==> src/rtl/opstk_pkg.sv <==
package opstk_pkg;

  localparam int STACK_DEPTH = 256;
  localparam int CELL_WIDTH  = 64;
  localparam int DATA_W      = 64;
  localparam int ADDR_W      = $clog2(STACK_DEPTH);
  localparam int CNT_W       = $clog2(STACK_DEPTH + 1);

  typedef logic [DATA_W-1:0]     data_t;
  typedef logic [CELL_WIDTH-1:0] cell_t;
  typedef logic [ADDR_W-1:0]     addr_t;
  typedef logic [CNT_W-1:0]      cnt_t;

  typedef enum logic [1:0] {
    REQ_PUSH = 2'd0,
    REQ_DUP  = 2'd1,
    REQ_SWAP = 2'd2,
    REQ_POP  = 2'd3
  } req_t;

  typedef enum logic [1:0] {
    ST_OK       = 2'd0,
    ST_OVERFLOW = 2'd1,
    ST_BAD_REF  = 2'd2,
    ST_EMPTY    = 2'd3
  } status_t;

  // Commands from the controller to the datapath.
  typedef struct packed {
    logic accept;
    logic wr_first;
    logic wr_second;
    logic finish;
  } ctrl_cmd_t;

  // Status from the datapath to the controller.
  typedef struct packed {
    logic long_op;
    logic swap_pend;
  } dp_stat_t;

endpackage

==> src/rtl/opstk_ctrl.sv <==
module opstk_ctrl (
  input  logic                 clk,
  input  logic                 rst,
  input  logic                 start,
  input  opstk_pkg::dp_stat_t  stat,
  output opstk_pkg::ctrl_cmd_t cmd,
  output logic                 busy
);

  typedef enum logic [2:0] {
    S_IDLE   = 3'b001,
    S_FINISH = 3'b010,
    S_SWAP2  = 3'b100
  } state_t;

  state_t state, state_next;

  always_ff @(posedge clk) begin
    if (rst) begin
      state <= S_IDLE;
    end else begin
      state <= state_next;
    end
  end

  always_comb begin
    state_next    = state;
    cmd.accept    = 1'b0;
    cmd.wr_first  = 1'b0;
    cmd.wr_second = 1'b0;
    cmd.finish    = 1'b0;
    busy          = 1'b1;
    case (state)
      S_IDLE: begin
        busy = 1'b0;
        if (start) begin
          cmd.accept = 1'b1;
          if (stat.long_op) begin
            state_next = S_FINISH;
          end
        end
      end
      S_FINISH: begin
        cmd.wr_first = 1'b1;
        if (stat.swap_pend) begin
          state_next = S_SWAP2;
        end else begin
          cmd.finish = 1'b1;
          state_next = S_IDLE;
        end
      end
      S_SWAP2: begin
        cmd.wr_second = 1'b1;
        cmd.finish    = 1'b1;
        state_next    = S_IDLE;
      end
      default: begin
        state_next = S_IDLE;
      end
    endcase
  end

endmodule

==> config.mk <==
export PLATFORM = sky130hd
export DESIGN_NAME = opstk_ctrl
export DESIGN_NICKNAME = d
export VERILOG_FILES = /design/src/rtl/opstk_pkg.sv /design/src/rtl/opstk_ctrl.sv
export SDC_FILE = /design/constraint.sdc
export NUM_CORES = 1
export LEC_CHECK = 0
export BUFFER_PORTS_ARGS = -buffer_cell sky130_fd_sc_hd__buf_2
export CELL_PAD_IN_SITES_DETAIL_PLACEMENT = 1
export CELL_PAD_IN_SITES_GLOBAL_PLACEMENT = 1
export CORE_AREA = 5 5 42 44
export CTS_BUF_LIST = sky130_fd_sc_hd__clkbuf_4
export DETAILED_ROUTE_END_ITERATION = 8
export DIE_AREA = 0 0 47 49
export PLACE_DENSITY = 0.43
export SLEW_MARGIN = 15
export SYNTH_ARGS = -nofsm -noshare
export SYNTH_HDL_FRONTEND = slang
export SYNTH_SLANG_ARGS = --single-unit
==> constraint.sdc <==
create_clock -name clk -period 0.9 [get_ports clk]
set_input_delay 0.09 -clock clk [delete_from_list [all_inputs] [get_ports clk]]
set_output_delay 0.09 -clock clk [all_outputs]
set_load 0.01 [all_outputs]
==> impl_metrics.py, run 1 <==
metrics = {
    "detailed_routing": {
        "via_per_inst": 3.50,
        "ant_nets": 0,
        "first_iter_violations": 0,
        "num_vias": 161,
        "post-route-drc-count": 0,
        "wl_per_cell_um": 10.2,
        "wl_um": 469,
        "dr.pass1.iters": 1,
    },
    "cells_and_area": {
        "multi_input_area_sq_um": 100,
        "largest-register": "state",
        "syn_to_final_growth_pct": 101,
        "layout_commonest_cell": "buf_2",
        "largest_reg_flops": 3,
        "utilization": 0.204,
        "layout_common_cells": "buf_2 (9), clkbuf_4 (4)",
        "reg.largest.list": "state x3",
        "nNetsFinal": 36,
        "antenna_cells": 0,
        "n_fill_cell": 173,
        "seqCellArea_sq_um": 68.8,
        "drive_gt1_frac": 0.700,
    },
    "floorplan": {
        "core_area_sq_um": 1400,
        "start_util": 0.102,
        "die_width_um": 47,
        "dieArea_sq_um": 2300,
        "fp.dieH_um": 49,
        "num_io_pins": 10,
        "num_rows": 14,
    },
    "clock_tree": {
        "cts_tree": "done",
        "ctsLongestPathBuffers": 2,
        "ctsRootBufferMaster": "clkbuf_4",
        "htreeDepth": 1,
        "cts_buffers": 3,
        "clk_pin_slew_ns": 0.04,
        "cts_hold_buf": 0,
        "cts_num_sinks": 3,
        "insertion_delay_ns": 0.23,
    },
    "grt": {
        "antenna_found_initial": 0,
        "grt_overflow": 0,
        "globalRouteTotalUtil": 0.0500,
        "grt_pass1_wl_um": 724,
        "grt_max_degree": 5,
        "grt_pass1_vias": 161,
    },
    "pwr": {
        "power_density_nw_per_um2": 1580,
        "power_uw": 453,
        "leakage_nw": 0.149,
        "ir_drop_mv": 0.496,
    },
    "worst_setup_path": {
        "crit_type": "register to output port",
        "worstSetupStartpoint": "state[1]",
        "r2r-end": "state[1]",
        "critPathMaxFanout": 4,
        "worst_setup_path_end_kind": "output port",
        "reg2reg_depth": 3,
        "r2r_start": "state[2]",
        "rrSetupSlack_ns": -0.08,
        "start_kind": "register",
        "endpoint": "cmd[0]",
        "worst_ep_arrival_time_ns": 1.06,
        "crit_required_ns": 0.81,
    },
    "timing": {
        "whs_ns": 0.115,
        "period_needed_ns": 1.15,
        "setup-violations-final": 8,
        "slew_headroom": 0.879,
        "fin_setup_tns_ns": -1.02,
        "timing.fmax_ghz": 0.870,
        "hold_violations": 0,
        "drv_slew": 0,
        "rsz0062_at_grt": "yes",
        "clock_skew_ns": 0.00451,
        "tightestPinTransition_ns": 0.181,
        "period_share": 1.28,
        "final.setup.worst_slack_ns": -0.249,
    },
    "synth": {
        "yosysTopAreaCell": "dfxtp_1",
        "synth_compound_area_frac": 0.114,
        "yosys-top-cells-area": "dfxtp_1 (42%), and4bb_1 (8.8%), nor3b_2 (8.8%)",
        "synth_xor_area_frac": 0,
        "synth.area.mux_share": 0,
        "synth.distinct_cells": 12,
        "syn_nets": 20,
        "synth_area_sq_um": 143,
        "seq_area_frac_synth": 0.421,
        "avgSynthCellArea_sq_um": 9.51,
        "yosys_warnings": 0,
        "synthAdderAreaFrac": 0,
        "synth_seq_cells": 3,
        "synth_top_family_by_area": "simple AND/OR/NAND/NOR gates",
        "netlist.area_leader.share": 0.421,
        "syn_inst": 15,
        "synthSimpleGateAreaFrac": 0.412,
    },
    "place": {
        "place_congestion": 0.620,
        "portBuffers": 9,
    },
    "hold_path": {
        "hp-class": "input pin to register",
        "hold-path-cell-count": 2,
    },
    "run_status": {
        "violations": "setup timing",
        "outcome": "complete, but fails checks",
    },
    "run": {
        "maxCapViolations": 0,
    },
}
## area by class of cell
| cell class | instances | area share |
|---|---|---|
| Clock buffer | 4 | 0.105 |
| Inverter | 2 | 0.0262 |
| Tap cell | 16 | 0.0699 |
| Timing Repair Buffer | 11 | 0.210 |
| Sequential cell | 3 | 0.240 |
| Multi-Input combinational cell | 10 | 0.349 |
## worst max-delay path, cell delays in order, from the launching register on
cell	delay (ns)
dfxtp_4	0.36
nor3b_4	0.21
a21o_1	0.13
buf_2	0.12
## Yosys cell counts (all sizes together)
master and number:
dfxtp 3, inv 2, nor3b 2, a21o 1, a32oi 1, and2 1, and3 1, and4bb 1
nand2 1, nor2 1, nor2b 1
## kinds of logic after synthesis
group | count (synthesis)
AOI/OAI and AO/OA | 2
buffers and inverters | 2
DFF | 3
and+or+nand+nor | 8
## timing repair
action | 4_1_cts | 5_1_grt
setup endpoints to repair | 6 | 8
setup buffers | 2 | 2
gates resized for setup | 5 | 2
pin swaps | 2 | 1
## routing by layer
layer	vias up	global-route usage	wire length [um]
met5	-	0	0
met4	0	0.0276	0
met3	0	0.0590	71
met2	10	0.0588	189
met1	69	0.0505	207
li1	82	-	-
## stage by stage
| step | worst slack [ns] | area, sq um | instances |
|---|---|---|---|
| after floorplan | 0.000652 | 154 | 15 |
| after detailed placement | -0.0818 | 219 | 40 |
| after global placement | -0.0580 | 219 | 40 |
| after CTS | -0.261 | 277 | 46 |
| final | -0.249 | 287 | 46 |
| after global routing | -0.303 | 287 | 46 |
## worst min path at each step
| stage | start | end | slack (ns) |
|---|---|---|---|
| 2_1_floorplan | stat[0] | state[0] | 0.21 |
| 3_3_place_gp | stat[0] | state[0] | 0.33 |
| 3_5_place_dp | stat[0] | state[0] | 0.34 |
| 4_1_cts | stat[0] | state[0] | 0.08 |
| 5_1_grt | stat[0] | state[0] | 0.12 |
| 6_report | stat[0] | state[0] | 0.11 |
## power by group
group	internal (mW)	switching, mW
Clock	0.196	0.0691
Combinational	0.0255	0.0220
Sequential	0.134	0.00658
Total	0.355	0.0976
Note: power is estimated with default switching activity, not from simulation.
==> run 2: changes to the inputs <==
==> constraint.sdc (replaced) <==
create_clock -name clk -period 0.9 [get_ports clk]
set_input_delay 0.135 -clock clk [delete_from_list [all_inputs] [get_ports clk]]
set_output_delay 0.135 -clock clk [all_outputs]
set_load 0.01 [all_outputs]
==> run 2 against run 1 <==
  * The flow still finishes with violations (setup timing)
  * First-iteration DRC count did not move
  * Worst hold slack improved by 0.012 ns
  * Die area did not move
  * Clock skew barely moved
  * Maximum frequency fell by 3.9%
  * Total power rose by 2.6%
  * Wire length fell by 1.9%
  * Non-clock buffer count did not move
  * Sequential share of layout area fell by 0.31 points
  * Sequential power barely moved
  * Critical endpoint unchanged
==> impl_metrics.py, run 2 (same netlist as run 1, synthesis figures left out) <==
metrics = {
    "run_status": {
        "outcome": "complete, but fails checks",
        "violations": "setup timing",
    },
    "worst_setup_path": {
        "crit_required_ns": 0.76,
        "critPathMaxFanout": 4,
        "start_kind": "register",
        "worst_ep_arrival_time_ns": 1.06,
        "crit_type": "register to output port",
        "path_buf_inv": 1,
        "crit_slowest_cell": "dfxtp_4",
        "cp_top_family": "flip-flops",
        "path_cells": "nor3b_4, a21o_1, buf_2",
        "worst_setup_path_end_kind": "output port",
        "cpPeakStageDelay_ns": 0.36,
    },
    "grt": {
        "grt_max_degree": 5,
        "grt_overflow": 0,
        "antenna_found_initial": 0,
        "grt_pass1_wl_um": 683,
        "globalRouteTotalUtil": 0.0492,
        "grt_pass1_vias": 173,
    },
    "clock_tree": {
        "cts_tree": "done",
        "clk_pin_slew_ns": 0.04,
        "cts_num_sinks": 3,
        "htreeDepth": 1,
        "insertion_delay_ns": 0.24,
        "ctsRootBufferMaster": "clkbuf_4",
        "cts_hold_buf": 0,
        "cts_buffers": 3,
        "ctsLongestPathBuffers": 2,
    },
    "place": {
        "portBuffers": 9,
        "pre_cts_slack_ns": -0.0956,
        "placedInstanceArea_sq_um": 234,
        "place_congestion": 0.659,
    },
    "timing": {
        "final.setup.worst_slack_ns": -0.296,
        "setup-violations-final": 7,
        "period_share": 1.33,
        "tightestPinTransition_ns": 0.176,
        "slew_headroom": 0.883,
        "period_needed_ns": 1.20,
        "rsz0062_at_grt": "yes",
        "timing.fmax_ghz": 0.836,
        "drv_slew": 0,
        "hold_violations": 0,
        "clock_skew_ns": 0.00426,
    },
    "floorplan": {
        "num_rows": 14,
        "start_util": 0.102,
        "dieArea_sq_um": 2300,
        "num_io_pins": 10,
        "core_area_sq_um": 1400,
        "die_width_um": 47,
        "fp.dieH_um": 49,
    },
    "cells_and_area": {
        "nNetsFinal": 36,
        "n_fill_cell": 176,
        "largest-register": "state",
        "antenna_cells": 0,
        "reg.largest.list": "state x3",
        "final_area_sq_um": 290,
        "drive_gt1_frac": 0.733,
        "seqCellArea_sq_um": 68.8,
        "layout_common_cells": "buf_2 (8), clkbuf_4 (4)",
        "layout_commonest_cell": "buf_2",
        "syn_to_final_growth_pct": 104,
        "multi_input_area_sq_um": 97.6,
        "largest_reg_flops": 3,
    },
    "detailed_routing": {
        "first_iter_violations": 0,
        "wl_um": 460,
        "via_per_inst": 3.72,
        "post-route-drc-count": 0,
        "dr.pass1.iters": 1,
        "wl_per_cell_um": 10.0,
        "ant_nets": 0,
        "num_vias": 171,
    },
    "pwr": {
        "ir_drop_mv": 0.529,
        "power_density_nw_per_um2": 1600,
        "leakage_nw": 0.144,
    },
    "hold_path": {
        "hp-class": "input pin to register",
    },
    "run": {
        "maxCapViolations": 0,
    },
}
## run 2: cell count changes in the layout (fill, tap and decap cells not counted)
| cell | previous run | this run |
|---|---|---|
| and4bb_1 | 1 | 0 |
| buf_6 | 0 | 1 |
| and3_4 | 0 | 1 |
| buf_2 | 9 | 8 |
| and4bb_2 | 0 | 1 |
| a32oi_1 | 0 | 1 |
| and3_1 | 1 | 0 |
| a32oi_2 | 1 | 0 |
## run 2: final timing paths
check / slack (ns) / cells past startpoint / to / start
worst min register to register: 0.72 / 3 / state[2] / state[2]
worst max register to register: -0.08 / 3 / state[0] / state[2]
worst min-delay path: 0.13 / 2 / state[0] / stat[0]
worst max-delay path: -0.30 / 3 / cmd[0] / state[1]
## run 2: routing by layer
layer  global-route usage  up-vias  part of all wire
met1               0.0525       72              0.39
li1                     -       83                 -
met5                    0        -                 0
met4               0.0829        0             0.050
met3               0.0258        4              0.20
met2               0.0475       12              0.36
## run 2: power by group
| part | leakage (nW) | total, mW | switching [mW] | internal, mW |
|---|---|---|---|---|
| logic | 0.100 | 0.0503 | 0.0209 | 0.0294 |
| clock network | 0.0184 | 0.273 | 0.0763 | 0.197 |
| registers | 0.0257 | 0.141 | 0.00664 | 0.135 |
## run 2: layout make-up
type	count	area share
Multi-Input combinational cell	10	0.336
Timing Repair Buffer	11	0.228
Clock buffer	4	0.103
Sequential cell	3	0.237
Tap cell	16	0.0690
Inverter	2	0.0259
## run 2: stage by stage
stage	total power [mW]	std cells	hold slack [ns]	util	setup TNS, ns
final	0.465	46	0.127	0.207	-1.14
after global placement	0.185	41	0.371	0.167	-0.139
after global routing	0.500	46	0.135	0.207	-1.54
after detailed placement	0.187	41	0.374	0.167	-0.269
after CTS	0.475	45	0.117	0.192	-1.14
after floorplan	0.166	15	0.254	-	-0.0424
## run 2: worst register-to-register path, stage by stage, from the launching register on
cell and delay (ns):
dfxtp_2 0.36, and4bb_2 0.28, buf_4 0.13, a32oi_1 0.12
## run 2: what timing repair did
| item | CTS | global route |
|---|---|---|
| pin swaps | 2 | 1 |
| buffers inserted | 1 | 2 |
| gates resized for setup | 3 | 3 |
| hold endpoints to repair | 0 | 0 |
| endpoints found under the setup margin | 8 | 8 |
